### src/assert_macros.svh
// assertion helpers shared by the rtl
`ifndef ASSERT_MACROS_SVH
`define ASSERT_MACROS_SVH

// same-cycle implication, checked outside reset
`define ASSERT_IMPLIES(label, clk, rst, ante, cons) \
  label: assert property (@(posedge clk) disable iff (rst) (ante) |-> (cons)) \
    else $error("assertion failed");

// next-cycle implication, checked outside reset
`define ASSERT_NEXT(label, clk, rst, ante, cons) \
  label: assert property (@(posedge clk) disable iff (rst) (ante) |=> (cons)) \
    else $error("assertion failed");

`endif

### src/cric_pkg.sv
// ----------------------------------------------------------------------------
// cric_pkg
// shared types and constants of the can receive identifier cache
// ----------------------------------------------------------------------------
package cric_pkg;

  localparam int ID_W   = 11;
  localparam int DATA_W = 64;
  localparam int LEN_W  = 4;
  localparam int TIME_W = 32;

  localparam logic [LEN_W-1:0]  MAX_DLC       = 4'd8;
  localparam logic [TIME_W-1:0] TIMEOUT_RESET = 32'd1000;

  typedef enum logic [1:0] {
    OP_STORE = 2'd0,
    OP_READ  = 2'd1,
    OP_CHECK = 2'd2
  } op_t;

  typedef enum logic [2:0] {
    ST_IDLE,
    ST_SCAN,
    ST_WRITE,
    ST_RD_DATA,
    ST_RD_TAKE,
    ST_CHK_SUB,
    ST_CHK_CMP,
    ST_RESP
  } state_t;

  // shared subtract / compare unit output
  typedef struct packed {
    logic [TIME_W-1:0] diff;
    logic              lt;
  } alu_res_t;

  // keep the low len bytes
  function automatic logic [DATA_W-1:0] byte_mask(input logic [LEN_W-1:0] len);
    logic [DATA_W-1:0] m;
    m = '0;
    for (int b = 0; b < 8; b++) begin
      m[b*8 +: 8] = (LEN_W'(b) < len) ? 8'hFF : 8'h00;
    end
    return m;
  endfunction

endpackage

### src/cric_alu.sv
// ----------------------------------------------------------------------------
// cric_alu
// shared 32-bit subtractor: difference and unsigned less-than
// ----------------------------------------------------------------------------
module cric_alu
  import cric_pkg::*;
(
  input  logic [TIME_W-1:0] a,
  input  logic [TIME_W-1:0] b,
  output alu_res_t          res
);

  logic [TIME_W:0] wide;

  assign wide     = {1'b0, a} - {1'b0, b};
  assign res.diff = wide[TIME_W-1:0];
  assign res.lt   = wide[TIME_W];

endmodule

### src/can_rx_id_cache.sv
// ----------------------------------------------------------------------------
// can_rx_id_cache
// slot table keyed by 11-bit can identifier: store, read-once and link check
// ----------------------------------------------------------------------------
//
//  channel  | handshake           | payload
//  ---------+---------------------+------------------------------------------
//  in       | in_valid / in_ready | operation can_id is_extended is_remote
//           |                     | frame_len frame_bytes now_ms
//  out      | out_valid/out_ready | ok out_bytes out_len out_stamp
//  cfg      | cfg_wr_en           | cfg_wr_data (link_timeout_ms)
//
//  one request at a time; the identifier memory is scanned one slot per cycle,
//  and a request ends sooner when the scan hits early
//  dropped frames and unknown operations skip the scan
//  the result sits in an output register, so a new request is taken while
//  the previous result waits on out_ready
//  rst is synchronous; slot contents are not cleared, only used/unread bits
//
`include "assert_macros.svh"

module can_rx_id_cache
  import cric_pkg::*;
#(
  parameter int SLOT_COUNT = 16
) (
  input  logic              clk,
  input  logic              rst,
  // configuration
  input  logic              cfg_wr_en,
  input  logic [TIME_W-1:0] cfg_wr_data,
  // request channel
  input  logic              in_valid,
  output logic              in_ready,
  input  logic [1:0]        operation,
  input  logic [ID_W-1:0]   can_id,
  input  logic              is_extended,
  input  logic              is_remote,
  input  logic [LEN_W-1:0]  frame_len,
  input  logic [DATA_W-1:0] frame_bytes,
  input  logic [TIME_W-1:0] now_ms,
  // result channel
  output logic              out_valid,
  input  logic              out_ready,
  output logic              ok,
  output logic [DATA_W-1:0] out_bytes,
  output logic [LEN_W-1:0]  out_len,
  output logic [TIME_W-1:0] out_stamp
);

  localparam int IDX_W = $clog2(SLOT_COUNT);
  localparam logic [IDX_W-1:0] LAST_IDX = IDX_W'(SLOT_COUNT - 1);

  state_t state, state_next;

  // configuration register
  logic [TIME_W-1:0] link_timeout_ms;

  // per-slot flags in flops
  logic [SLOT_COUNT-1:0] slot_used;
  logic [SLOT_COUNT-1:0] slot_unread;

  // slot memories
  logic [ID_W-1:0]   ident_mem [SLOT_COUNT];
  logic [TIME_W-1:0] seen_mem  [SLOT_COUNT];
  logic [DATA_W-1:0] bytes_mem [SLOT_COUNT];
  logic [LEN_W-1:0]  len_mem   [SLOT_COUNT];
  logic [TIME_W-1:0] stamp_mem [SLOT_COUNT];

  logic [ID_W-1:0]   ident_rd;
  logic [TIME_W-1:0] seen_rd;
  logic [DATA_W-1:0] bytes_rd;
  logic [LEN_W-1:0]  len_rd;
  logic [TIME_W-1:0] stamp_rd;

  // captured request
  op_t               op_q;
  logic [ID_W-1:0]   id_q;
  logic [LEN_W-1:0]  len_q;
  logic [DATA_W-1:0] bytes_q;
  logic [TIME_W-1:0] now_q;

  // scan sequencer
  logic [IDX_W-1:0]  rd_idx;
  logic              issue_done;
  logic [IDX_W-1:0]  cmp_idx;
  logic              cmp_valid;
  logic [IDX_W-1:0]  oldest_idx;
  logic [TIME_W-1:0] oldest_val;
  logic [IDX_W-1:0]  slot_q;
  logic              new_q;
  logic [TIME_W-1:0] seen_q;
  logic [TIME_W-1:0] elapsed_q;

  // pending result
  logic              res_ok;
  logic [DATA_W-1:0] res_bytes;
  logic [LEN_W-1:0]  res_len;
  logic [TIME_W-1:0] res_stamp;

  // shared compare unit
  logic [TIME_W-1:0] alu_a, alu_b;
  alu_res_t          alu_res;

  logic in_fire, out_load;
  logic cmp_used, cmp_match, cmp_last, oldest_take;
  logic len_ok, slot_write, req_drop;

  cric_alu u_alu (
    .a   (alu_a),
    .b   (alu_b),
    .res (alu_res)
  );

  // operand select: oldest search during scan, then elapsed and timeout
  always_comb begin
    case (state)
      ST_CHK_SUB: begin
        alu_a = now_q;
        alu_b = seen_q;
      end
      ST_CHK_CMP: begin
        alu_a = elapsed_q;
        alu_b = link_timeout_ms;
      end
      default: begin
        alu_a = seen_rd;
        alu_b = oldest_val;
      end
    endcase
  end

  assign in_ready = (state == ST_IDLE);
  assign in_fire  = in_valid && in_ready;
  assign out_load = (state == ST_RESP) && (!out_valid || out_ready);

  // dropped frames and unknown codes need no table access
  assign req_drop = ((op_t'(operation) == OP_STORE) && (is_extended || is_remote)) ||
                    ((op_t'(operation) != OP_STORE) && (op_t'(operation) != OP_READ) &&
                     (op_t'(operation) != OP_CHECK));

  assign cmp_used    = slot_used[cmp_idx];
  assign cmp_match   = cmp_used && (ident_rd == id_q);
  assign cmp_last    = (cmp_idx == LAST_IDX);
  assign oldest_take = (cmp_idx == '0) || alu_res.lt;

  assign len_ok     = (len_q <= MAX_DLC);
  assign slot_write = (state == ST_WRITE) && (new_q || len_ok);

  // state register
  always_ff @(posedge clk) begin
    if (rst) begin
      state <= ST_IDLE;
    end else begin
      state <= state_next;
    end
  end

  // next state
  always_comb begin
    state_next = state;
    case (state)
      ST_IDLE: begin
        if (in_valid) begin
          state_next = req_drop ? ST_RESP : ST_SCAN;
        end
      end
      ST_SCAN: begin
        if (cmp_valid) begin
          if (op_q == OP_STORE) begin
            if (cmp_match || !cmp_used || cmp_last) begin
              state_next = ST_WRITE;
            end
          end else if (cmp_match) begin
            if (op_q == OP_READ) begin
              state_next = slot_unread[cmp_idx] ? ST_RD_DATA : ST_RESP;
            end else begin
              state_next = ST_CHK_SUB;
            end
          end else if (cmp_last) begin
            state_next = ST_RESP;
          end
        end
      end
      ST_WRITE:   state_next = ST_RESP;
      ST_RD_DATA: state_next = ST_RD_TAKE;
      ST_RD_TAKE: state_next = ST_RESP;
      ST_CHK_SUB: state_next = ST_CHK_CMP;
      ST_CHK_CMP: state_next = ST_RESP;
      ST_RESP: begin
        if (!out_valid || out_ready) begin
          state_next = ST_IDLE;
        end
      end
      default: state_next = ST_IDLE;
    endcase
  end

  // configuration register
  always_ff @(posedge clk) begin
    if (rst) begin
      link_timeout_ms <= TIMEOUT_RESET;
    end else if (cfg_wr_en) begin
      link_timeout_ms <= cfg_wr_data;
    end
  end

  // slot flags
  always_ff @(posedge clk) begin
    if (rst) begin
      slot_used   <= '0;
      slot_unread <= '0;
    end else if (state == ST_WRITE) begin
      if (new_q) begin
        slot_used[slot_q] <= 1'b1;
      end
      // a valid dlc marks the slot unread; a long dlc clears a new slot's mark and leaves a held slot's mark alone
      if (len_ok) begin
        slot_unread[slot_q] <= 1'b1;
      end else if (new_q) begin
        slot_unread[slot_q] <= 1'b0;
      end
    end else if (state == ST_RD_TAKE) begin
      slot_unread[slot_q] <= 1'b0;
    end
  end

  // identifier / last-seen memory, read by the scan counter
  always_ff @(posedge clk) begin
    if (slot_write) begin
      ident_mem[slot_q] <= id_q;
      seen_mem[slot_q]  <= now_q;
    end
    ident_rd <= ident_mem[rd_idx];
    seen_rd  <= seen_mem[rd_idx];
  end

  // frame memories, read at the chosen slot
  always_ff @(posedge clk) begin
    if (state == ST_WRITE) begin
      bytes_mem[slot_q] <= len_ok ? (bytes_q & byte_mask(len_q)) : '0;
    end
    if (slot_write) begin
      len_mem[slot_q]   <= len_ok ? len_q : '0;
      stamp_mem[slot_q] <= len_ok ? now_q : '0;
    end
    bytes_rd <= bytes_mem[slot_q];
    len_rd   <= len_mem[slot_q];
    stamp_rd <= stamp_mem[slot_q];
  end

  // scan control
  always_ff @(posedge clk) begin
    if (rst) begin
      cmp_valid  <= 1'b0;
      issue_done <= 1'b0;
      rd_idx     <= '0;
    end else if (in_fire) begin
      cmp_valid  <= 1'b0;
      issue_done <= 1'b0;
      rd_idx     <= '0;
    end else if (state == ST_SCAN) begin
      cmp_valid  <= !issue_done;
      issue_done <= issue_done || (rd_idx == LAST_IDX);
      if (!issue_done && (rd_idx != LAST_IDX)) begin
        rd_idx <= rd_idx + 1'b1;
      end
    end
  end

  // request capture, slot choice and result build
  always_ff @(posedge clk) begin
    if (state == ST_SCAN) begin
      cmp_idx <= rd_idx;
    end
    if (in_fire) begin
      op_q      <= op_t'(operation);
      id_q      <= can_id;
      len_q     <= frame_len;
      bytes_q   <= frame_bytes;
      now_q     <= now_ms;
      res_ok    <= 1'b0;
      res_bytes <= '0;
      res_len   <= '0;
      res_stamp <= '0;
    end
    case (state)
      ST_SCAN: begin
        if (cmp_valid) begin
          if (op_q == OP_STORE) begin
            if (cmp_match) begin
              slot_q <= cmp_idx;
              new_q  <= 1'b0;
            end else if (!cmp_used) begin
              slot_q <= cmp_idx;
              new_q  <= 1'b1;
            end else begin
              // all slots so far are in use: track the oldest
              if (oldest_take) begin
                oldest_idx <= cmp_idx;
                oldest_val <= seen_rd;
              end
              slot_q <= oldest_take ? cmp_idx : oldest_idx;
              new_q  <= 1'b1;
            end
          end else if (cmp_match) begin
            slot_q <= cmp_idx;
            seen_q <= seen_rd;
          end
        end
      end
      ST_WRITE: begin
        res_ok <= len_ok;
      end
      ST_RD_TAKE: begin
        res_ok    <= 1'b1;
        res_bytes <= bytes_rd;
        res_len   <= len_rd;
        res_stamp <= stamp_rd;
      end
      ST_CHK_SUB: begin
        elapsed_q <= alu_res.diff;
      end
      ST_CHK_CMP: begin
        res_ok <= alu_res.lt;
      end
      default: begin
      end
    endcase
  end

  // output register
  always_ff @(posedge clk) begin
    if (rst) begin
      out_valid <= 1'b0;
    end else if (out_load) begin
      out_valid <= 1'b1;
    end else if (out_ready) begin
      out_valid <= 1'b0;
    end
  end

  always_ff @(posedge clk) begin
    if (out_load) begin
      ok        <= res_ok;
      out_bytes <= res_bytes;
      out_len   <= res_len;
      out_stamp <= res_stamp;
    end
  end

  // checks
  `ASSERT_NEXT(a_busy_after_accept, clk, rst, in_valid && in_ready, !in_ready)
  `ASSERT_NEXT(a_result_loaded, clk, rst, out_load, out_valid)
  `ASSERT_IMPLIES(a_unread_is_used, clk, rst, 1'b1, (slot_unread & ~slot_used) == '0)

endmodule
### config.mk
export PLATFORM = sky130hd
export DESIGN_NAME = can_rx_id_cache
export DESIGN_NICKNAME = d
export VERILOG_FILES = /design/src/cric_pkg.sv /design/src/cric_alu.sv /design/src/can_rx_id_cache.sv
export VERILOG_INCLUDE_DIRS = /design/src /design/src/src
export SDC_FILE = /design/constraint.sdc
export NUM_CORES = 2
export LEC_CHECK = 0
export ABC_AREA = 1
export BUFFER_PORTS_ARGS = -buffer_cell sky130_fd_sc_hd__buf_2
export CAP_MARGIN = 20
export CELL_PAD_IN_SITES_DETAIL_PLACEMENT = 1
export CELL_PAD_IN_SITES_GLOBAL_PLACEMENT = 1
export CORE_ASPECT_RATIO = 1.75
export CORE_MARGIN = 8
export CORE_UTILIZATION = 53
export DETAILED_ROUTE_END_ITERATION = 8
export GPL_ROUTABILITY_DRIVEN = 0
export PLACE_DENSITY_LB_ADDON = 0.1
export SLEW_MARGIN = 25
export SYNTH_ARGS = -nofsm -noshare
export SYNTH_HDL_FRONTEND = slang
export SYNTH_SLANG_ARGS = --single-unit
### constraint.sdc
create_clock -name clk -period 8.5 [get_ports clk]
set_clock_uncertainty 0.05 [all_clocks]
set_input_delay 1.7 -clock clk [delete_from_list [all_inputs] [get_ports clk]]
set_output_delay 1.7 -clock clk [all_outputs]
set_load 0.03 [all_outputs]
==> impl_metrics.env <==
export IMPL_outcome="complete, no violations"
export IMPL_p_leak_nw=40.1
export IMPL_seqCellArea_um2=85800
export IMPL_post_cts_buffers=0
export IMPL_cts_root_buf="clkbuf_16"
export IMPL_area_growth_pct=12.0
export IMPL_cts_resized=0
export IMPL_die_w_um=357
export IMPL_chipHeight_um=613
export IMPL_first_pass_iters=5
export IMPL_holdPathStages=0
export IMPL_hold_slack_ns=0.366
export IMPL_synth_common_cells="2712 x edfxtp_1, 800 x a22oi_1, 669 x nor2_1"
export IMPL_placed_cell_area_um2=112000
export IMPL_rrSetupSlack_ns=3.11
export IMPL_r2r_cells=23
export IMPL_muxShareOfSynthArea=0
export IMPL_async_flop_share=0
export IMPL_holdBufCountCts=0
export IMPL_maxCapViolCount=0
export IMPL_finalPower_w=0.0355
export IMPL_first_global_vias=68800
export IMPL_io_buffers=254
export IMPL_tightest_slew_ns=1.17
export IMPL_tns_ns=0
export IMPL_antenna_found_initial=7
export IMPL_clock_sinks=2929
export IMPL_critPathArrivalTime_ns=5.78
export IMPL_numCtsBuffers=271
export IMPL_grt_usage=0.288
export IMPL_p_int_w=0.0257
export IMPL_finalInstanceArea_um2=121000
export IMPL_start_kind="flip-flop"
export IMPL_cp_end_kind="flip-flop"
export IMPL_netlist_area_um2=108000
export IMPL_synth_top_cell_area_share=0.754
export IMPL_synthXorXnorAreaFrac=0.00308
export IMPL_yosysMostFrequentCell="edfxtp_1"
export IMPL_power_per_cell_area_nw_per_um2=293
export IMPL_gr_total_overflow=0
export IMPL_min_path_type="flip-flop to flip-flop"
export IMPL_tritoncts="built"
export IMPL_crit_type="flip-flop to flip-flop"
export IMPL_insertion_delay_ns=0.85
export IMPL_die_area_um2=219000
export IMPL_switchingPower_w=0.00984
export IMPL_num_rows=219
export IMPL_grt_max_degree=201
export IMPL_peakVddDrop_uv=213
export IMPL_yosysTopAreaCell="edfxtp_1"
export IMPL_final_antenna_net_count=0
export IMPL_ys_flop_type="edfxtp_1"
export IMPL_switching_share=0.277
export IMPL_r2r_end="oldest_val[14]"
export IMPL_min_period_ns=5.39
export IMPL_syn_area_per_cell_um2=15.4
export IMPL_cts_path_max_buffers=4
export IMPL_pin_count=255
export IMPL_synthTopCellsByArea="edfxtp_1 75%, a22oi_1 5.6%, dfxtp_1 4.0%"
export IMPL_first_iter_violations=5918
export IMPL_wl_per_cell_um=31.8
export IMPL_dpl_hpwl_um=178000
export IMPL_hold_path_startpoint="res_stamp[17]"
export IMPL_multi_input_comb_area_um2=19600
export IMPL_synth_compound_area_frac=0.121
export IMPL_synthCells=7005
export IMPL_seq_area_frac_synth=0.794
export IMPL_wl_um=321000
export IMPL_fmax_mhz=186
export IMPL_synth_adder_area_share=0.00401
export IMPL_slew_headroom=0.219
export IMPL_synth_nets=7191
export IMPL_layout_nets=7435
export IMPL_min_to="out_stamp[17]"
export IMPL_start_util=0.532
export IMPL_ys_ff_latch=2929
export IMPL_rsz0062_at_grt="no"
export IMPL_ys_warnings_count=0
export IMPL_synth_edf_count=2712
export IMPL_drive_gt1_frac=0.117
export IMPL_r2r_start="state[2]"
export IMPL_synth_top_family_by_area="compound AO/OA/AOI/OAI gates"
export IMPL_fillerInstances=18500
export IMPL_grt_first_pass_wirelength_um=464000
export IMPL_dr_total_vias=64400
export IMPL_slew_viol_final=0
export IMPL_synth_simple_area_share=0.0508
export IMPL_crit_required_ns=8.90
export IMPL_path_clk_slew_ns=0.07
export IMPL_p_seq_frac=0.511
export IMPL_finalCritPeriodShare=0.634
export IMPL_via_per_inst=6.36
export IMPL_worstPathMaxFanout=63
export IMPL_drc=0
export IMPL_core_area_um2=203000
export IMPL_pwr_share_comb=0.146
export IMPL_h_tree_depth=5
export IMPL_yosysUniqueCellTypes=48
export IMPL_clockPowerShare=0.343
export IMPL_setup_viol=0
export IMPL_hold_viol=0
cell families after synthesis:
group                    after synthesis
XOR/XNOR                              38
AND/OR/NAND/NOR                     1282
adder cells (fa/ha/maj)               34
buffers and inverters                696
AO/OA/AOI/OAI                       2026
flip-flops                          2929
critical path, stage by stage (launching register included):
cell     delay, ns
dfxtp_1       0.32
inv_1         0.21
nor3_4        0.08
buf_4         0.29
inv_2         0.63
nand2_1       0.15
inv_2         0.10
buf_4         0.56
nand2_1       0.12
nand3_1       0.10
ha_1          0.15
inv_1         0.07
fa_1          0.47
nand3_1       0.10
nand2_1       0.11
nand3_1       0.09
nand2_1       0.11
nand2_1       0.09
nand2_1       0.13
nand3_1       0.10
nand2_1       0.19
nand2_1       0.16
and2_1        0.14
buf_4         0.46
sequential cells by signal (all words and copies together), names as in the netlist, 176 cells and up, named ones only:
register   flops
seen_mem     512
ident_mem    176
bytes_mem   1024
stamp_mem    512
worst max path at each step:
stage | startpoint | slack [ns] | endpoint | cells past startpoint
after floorplan | in_valid | 1.86 | res_bytes[0] | 4
after global placement | state[2] | 3.16 | oldest_val[5] | 23
after detailed placement | state[2] | 3.09 | oldest_val[5] | 23
after CTS | state[2] | 3.05 | oldest_val[11] | 23
after global routing | state[2] | 2.71 | oldest_val[19] | 23
final | state[2] | 3.11 | oldest_val[14] | 23
layer usage:
metal  wire, um  GRT usage  up-vias  part of all wire
met4      20100      0.158        0             0.062
met3      17900     0.0373      710             0.056
li1           -          -    27500                 -
met2     165000      0.507     2484              0.51
met5          0          0        -                 0
met1     118000      0.341    33700              0.37
cell type report:
cell class | instances | share of cell area
Antenna cell | 5 | 0.000103
Timing Repair Buffer | 394 | 0.0205
Clock buffer | 366 | 0.0633
Inverter | 273 | 0.00888
Clock inverter | 114 | 0.00863
Tap cell | 2652 | 0.0274
Multi-Input combinational cell | 3380 | 0.162
Sequential cell | 2929 | 0.709
stage by stage:
step	instances	util	setup WS (ns)
finish	10100	0.596	3.11
global route	10100	0.596	2.71
CTS	10100	0.596	3.05
detailed placement	9627	0.553	3.09
global placement	9625	0.553	3.16
floorplan	7005	-	1.86
power groups by stage:
stage | clock (W) | sequential (W) | combinational, W
after detailed placement | 0 | 0.0185 | 0.00518
after CTS | 0.0123 | 0.0181 | 0.00522
after global routing | 0.0128 | 0.0182 | 0.00563
after global placement | 0 | 0.0184 | 0.00497
final | 0.0122 | 0.0181 | 0.00519
after floorplan | 0 | 0.0181 | 0.00315
cell usage in the layout (no fill, tap or decap), types with 22 or more instances in the layout:
cell type	synthesis	final
buf_2	88	254
a22o_1	31	31
o22ai_1	41	41
nor3b_1	24	24
ha_1	33	33
o211ai_1	76	76
inv_1	257	252
or4_1	100	100
clkinv_1	5	28
nor2_4	2	22
clkbuf_16	0	284
a22oi_1	800	800
a21oi_1	511	511
o221ai_1	132	132
buf_4	9	128
dfxtp_1	217	213
clkbuf_8	0	25
clkinv_2	0	55
nand2_1	361	343
edfxtp_1	2712	2712
nand3_1	98	98
nor2_1	669	640
o21ai_0	398	398
clkbuf_1	262	57
No activity file was read; power rests on OpenSTA's default activity.
